### config.mk
export PLATFORM = sky130hd
export DESIGN_NAME = bts_sort
export DESIGN_NICKNAME = d
export VERILOG_FILES = /design/src/rtl/bts_pkg.sv /design/src/rtl/bts_sort.sv
export SDC_FILE = /design/constraint.sdc
export NUM_CORES = 1
export LEC_CHECK = 0
export ABC_CLOCK_PERIOD_IN_PS = 6870
export BUFFER_PORTS_ARGS = -buffer_cell sky130_fd_sc_hd__buf_2
export CAP_MARGIN = 0
export CELL_PAD_IN_SITES_DETAIL_PLACEMENT = 0
export CELL_PAD_IN_SITES_GLOBAL_PLACEMENT = 1
export CORE_MARGIN = 2
export CORE_UTILIZATION = 40
export DETAILED_ROUTE_END_ITERATION = 8
export HOLD_SLACK_MARGIN = 0.15
export PLACE_DENSITY = 0.74
export SLEW_MARGIN = 25
export SYNTH_ARGS = -nofsm -noshare
export SYNTH_HDL_FRONTEND = slang
export SYNTH_SLANG_ARGS = --single-unit
export TNS_END_PERCENT = 20
### constraint.sdc
create_clock -name i_clk -period 6.87 [get_ports i_clk]
set_input_delay 1.0305 -clock i_clk [delete_from_list [all_inputs] [get_ports i_clk]]
set_output_delay 1.0305 -clock i_clk [all_outputs]
set_load 0.005 [all_outputs]
### src/rtl/bts_pkg.sv
// ---------------------------------------------------------------------------
// bts_pkg
// Shared types and codes for the block trigger scheduler.
// ---------------------------------------------------------------------------
package bts_pkg;

    typedef enum logic [1:0] {
        REQ_PUSH_AUD   = 2'd0,
        REQ_PUSH_SCHED = 2'd1,
        REQ_TICK       = 2'd2,
        REQ_CLEAR      = 2'd3
    } t_req;

    typedef enum logic [3:0] {
        ST_IDLE,
        ST_AUD_RD,
        ST_AUD_USE,
        ST_SCH_RD,
        ST_SCH_USE,
        ST_SORT,
        ST_EMIT,
        ST_EMPTY
    } t_state;

    typedef struct packed {
        logic [1:0]  req_type;
        logic [7:0]  item_event;
        logic [63:0] press_time_us;
        logic [62:0] due_sample;
        logic [31:0] item_generation;
        logic [63:0] time_now_us;
        logic [31:0] active_generation;
    } t_in_word;

    typedef struct packed {
        logic        has_trigger;
        logic [7:0]  trigger_event;
        logic [5:0]  trigger_offset;
        logic [62:0] fired_position;
        logic        is_audition;
        logic        last;
        logic [31:0] latency_last_us;
        logic [31:0] latency_worst_us;
        logic [31:0] latency_count;
    } t_out_word;

endpackage

### src/rtl/bts_sort.sv
// ---------------------------------------------------------------------------
// bts_sort
// Collect buffer with an insertion stage: each entry is placed in offset order
// on arrival, one compare row per entry, so the order is stable.
// ---------------------------------------------------------------------------
module bts_sort
    import bts_pkg::*;
#(
    parameter int MAX_TRIGGERS = 16
) (
    input  logic       i_clk,
    input  logic       i_clr,
    input  logic       i_ins,
    input  logic [7:0] i_event,
    input  logic [5:0] i_offset,
    input  logic       i_aud,
    input  logic [($clog2(MAX_TRIGGERS) > 0 ? $clog2(MAX_TRIGGERS) : 1)-1:0] i_rd_idx,
    output logic [7:0] o_event,
    output logic [5:0] o_offset,
    output logic       o_aud
);
    localparam int CW = $clog2(MAX_TRIGGERS+1);
    logic [7:0] r_ev  [MAX_TRIGGERS];
    logic [5:0] r_off [MAX_TRIGGERS];
    logic       r_au  [MAX_TRIGGERS];
    logic [CW-1:0] r_cnt;
    logic [MAX_TRIGGERS-1:0] w_gt;
    logic [MAX_TRIGGERS-1:0] w_shift;

    always_comb begin
        for (int k = 0; k < MAX_TRIGGERS; k++) begin
            w_gt[k] = (CW'(k) < r_cnt) && (r_off[k] > i_offset);
        end
    end

    // Slot k takes the entry below it when that entry also has a larger offset.
    assign w_shift = w_gt << 1;

    // Entries with a larger offset move up one place; the new word lands in
    // the first such slot, or at the end.
    always_ff @(posedge i_clk) begin
        if (i_clr) begin
            r_cnt <= '0;
        end else if (i_ins) begin
            r_cnt <= r_cnt + 1'b1;
            for (int k = 0; k < MAX_TRIGGERS; k++) begin
                if (w_gt[k] || CW'(k) == r_cnt) begin
                    if (w_shift[k]) begin
                        r_ev[k] <= r_ev[k-1]; r_off[k] <= r_off[k-1]; r_au[k] <= r_au[k-1];
                    end else begin
                        r_ev[k] <= i_event; r_off[k] <= i_offset; r_au[k] <= i_aud;
                    end
                end
            end
        end
    end

    assign o_event  = r_ev[i_rd_idx];
    assign o_offset = r_off[i_rd_idx];
    assign o_aud    = r_au[i_rd_idx];
endmodule

==> flow_summary.yaml <==
clocking:
  clock_latency_ps: 570
  clk_pin_slew_worst_paths_ps: 60
  clock_sinks: 245
  cts_buffers: 28
  htree_num_levels: 1
  cts.repair.resized: 0
  cts_setup_buffers: 0
  cts_tree: "built"
  holdBufCountCts: 0
  clock_path_buffers: 3
  root_buffer: "clkbuf_16"
detailed_routing:
  num_vias: 9584
  drc: 0
  drtIter0Drc: 941
  wl_mm: 45.3
  postRouteAntennaNets: 0
  firstDrtPassIters: 5
  viasPerCell: 6.42
  post_drt_wl_per_cell_um: 30.3
power_and_ir_drop:
  p_per_area_nw_per_um2: 210
  combPwrFrac: 0.081
  intPower_uw: 2610
  ir_drop_uv: 177
  p_seq_frac: 0.483
  swShare: 0.236
  clockPowerShare: 0.436
  power.leakage_uw: 0.00566
  p_sw_uw: 807
synthesis:
  yosys_most_used_dff: "edfxtp_1"
  yosysWarnings: 0
  async_reset_ff_frac: 0
  synth_edf_count: 240
  synth-seq-area-share: 0.498
  synth_area_leaders: "edfxtp_1 49%, mux2_2 13%, mux4_2 12%"
  syn_area_per_cell_um2: 15.1
  synth_nets: 1096
  synth_cells: 975
  yosysTopAreaCell: "edfxtp_1"
  synth_seq_cells: 245
  ys_types: 60
  synth_area_um2: 14700
  yosysTopAreaCellShare: 0.491
place:
  routabilityCongestion: 0.920
  post-place-ws_ps: 2220
  io_buffers: 36
  dp_hpwl_mm: 29.2
global_route:
  antenna_found_initial: 2
  track_usage: 0.237
  grt_overflow: 0
  grt_pass1_wl_mm: 65.3
  grt_pass1_vias: 9317
  grt_max_degree: 52
sta:
  rsz0062_at_grt: "no"
  finalWorstSetupSlack_ps: 2520
  slew_viol_final: 0
  hold_viol_final: 0
  skew_ps: 29.1
  fmax_mhz: 230
  worst_pin_slew_ps: 1070
  fin_crit_ps: 4350
  finalSetupTns_ps: 0
  slew_headroom: 0.282
  period_share: 0.633
  setup_viol: 0
finish:
  antenna_cells: 0
  fin_nets: 1126
  syn_to_final_growth_pct: 11.0
  drive_gt1_frac: 0.372
die:
  rows: 70
  io_pins: 37
  core-area_um2: 36300
  die_h_um: 196
  initial_core_util: 0.404
  fp.dieW_um: 196
  die_area_um2: 38300
setup_path:
  crit_arrival_ps: 3320
  cp-start-kind: "input port"
  crit_family: "buffers and inverters"
  critPathSlowestCell: "mux4_2"
  cp.required_ps: 5840
  crit_top_cell: "mux4_2"
  critPathBufInv: 3
  critical-path-max-stage-delay_ps: 570
  path_class: "input port to output port"
  worstPathCellList: "buf_6, buf_4, mux4_2, mux4_2, buf_2"
  critPathCaptureType: "output port"
  critPathMaxFanout: 45
run_status:
  status: "complete, no violations"
run:
  maxCapViolCount: 0
min_path:
  min_path_type: "register to register"
[flip-flops by register name, summed over array words and instances (netlist names)]
signal and flops:
r_au 16, r_cnt 5, r_ev 128, r_off 96
[Yosys cell counts, types with 3 or more instances]
cell type / number
edfxtp_1: 240
mux2_2: 168
ha_1: 99
mux4_2: 75
o2bb2ai_1: 45
inv_1: 33
clkbuf_1: 32
nand2_1: 29
nor2_1: 24
a21oi_1: 22
nand3_1: 18
buf_2: 12
nor2b_1: 12
buf_4: 10
mux2_4: 10
and4_1: 9
a21boi_0: 8
nand4_1: 8
o211ai_1: 8
a211o_1: 7
o21ai_0: 7
and3_1: 6
buf_6: 6
o21a_1: 6
and2_1: 5
dfxtp_1: 5
nand2b_1: 5
o211ai_2: 5
a21o_1: 4
a31o_2: 4
o31a_1: 4
a211oi_4: 3
a31oi_1: 3
buf_1: 3
o21ai_1: 3
o31ai_1: 3
[cell type report]
cell class                      count  area [µm²]
Sequential cell                   245        7310
Clock buffer                       35         727
Clock inverter                     14         169
Timing Repair Buffer               63         389
Multi-Input combinational cell    634        7000
Fill cell                        3215       20000
Inverter                           33         124
Tap cell                          468         586
[worst paths after layout]
| path | slack, ps | from | endpoint | depth (start not counted) |
|---|---|---|---|---|
| setup / recovery | 2520 | i_rd_idx[0] | o_event[7] | 5 |
| hold reg to reg | 560 | r_ev[1][5] | r_ev[2][5] | 1 |
| hold / removal | 560 | r_ev[1][5] | r_ev[2][5] | 1 |
| setup reg to reg | 3460 | r_cnt[2] | r_ev[3][4] | 6 |
[metrics by stage]
step           area (µm²)  std cells  utilization  total power (µW)  hold WS [ps]
2_1_floorplan       14700        975            -              1850           523
3_3_place_gp        15400       1443        0.424              1950           538
3_5_place_dp        15400       1443        0.424              1960           551
4_1_cts             16300       1492        0.448              3440           562
5_1_grt             16300       1492        0.449              3510           576
6_report            16300       1492        0.449              3420           560
[cells by family (layout without fill, tap and decap cells)]
group,Yosys count,count (layout),share of synthesized area
buffers and inverters,96,145,0.0312
adder cells (fa/ha/maj),99,99,0.0844
multiplexers,256,256,0.256
AND/OR/NAND/NOR,121,121,0.0426
XOR/XNOR,4,4,0.00239
AO/OA/AOI/OAI,154,154,0.0855
flip-flops,245,245,0.498
[power by group through the flow]
stage / Sequential [µW] / Combinational [µW] / Clock [µW]
after CTS: 1650 / 276 / 1510
after global placement: 1680 / 272 / 0
after global routing: 1650 / 298 / 1560
final: 1650 / 276 / 1490
after floorplan: 1670 / 180 / 0
after detailed placement: 1680 / 275 / 0
[layer usage]
| layer | GRT usage | routed length, µm | vias to the layer above |
|---|---|---|---|
| met5 | 0 | 0 | - |
| met4 | 0.0718 | 1440 | 0 |
| met1 | 0.333 | 19400 | 4994 |
| met2 | 0.374 | 20800 | 476 |
| li1 | - | - | 4027 |
| met3 | 0.0428 | 3660 | 87 |
[cells in the final DEF, fill, tap and decap left out, drive strengths merged, types with 4 or more instances in the layout]
master and count:
a211o 9, a211oi 4, a21boi 8, a21o 4, a21oi 22, a31o 4, and2 5, and3 6
and4 9, buf 63, clkbuf 35, clkinv 9, dfxtp 5, edfxtp 240, ha 99, inv 34
mux2 180, mux4 75, nand2 29, nand2b 5, nand3 18, nand4 8, nor2 24, nor2b 12
o211ai 13, o21a 6, o21ai 10, o2bb2ai 45, o31a 4, o31ai 4
No activity file was read; power rests on OpenSTA's default activity.
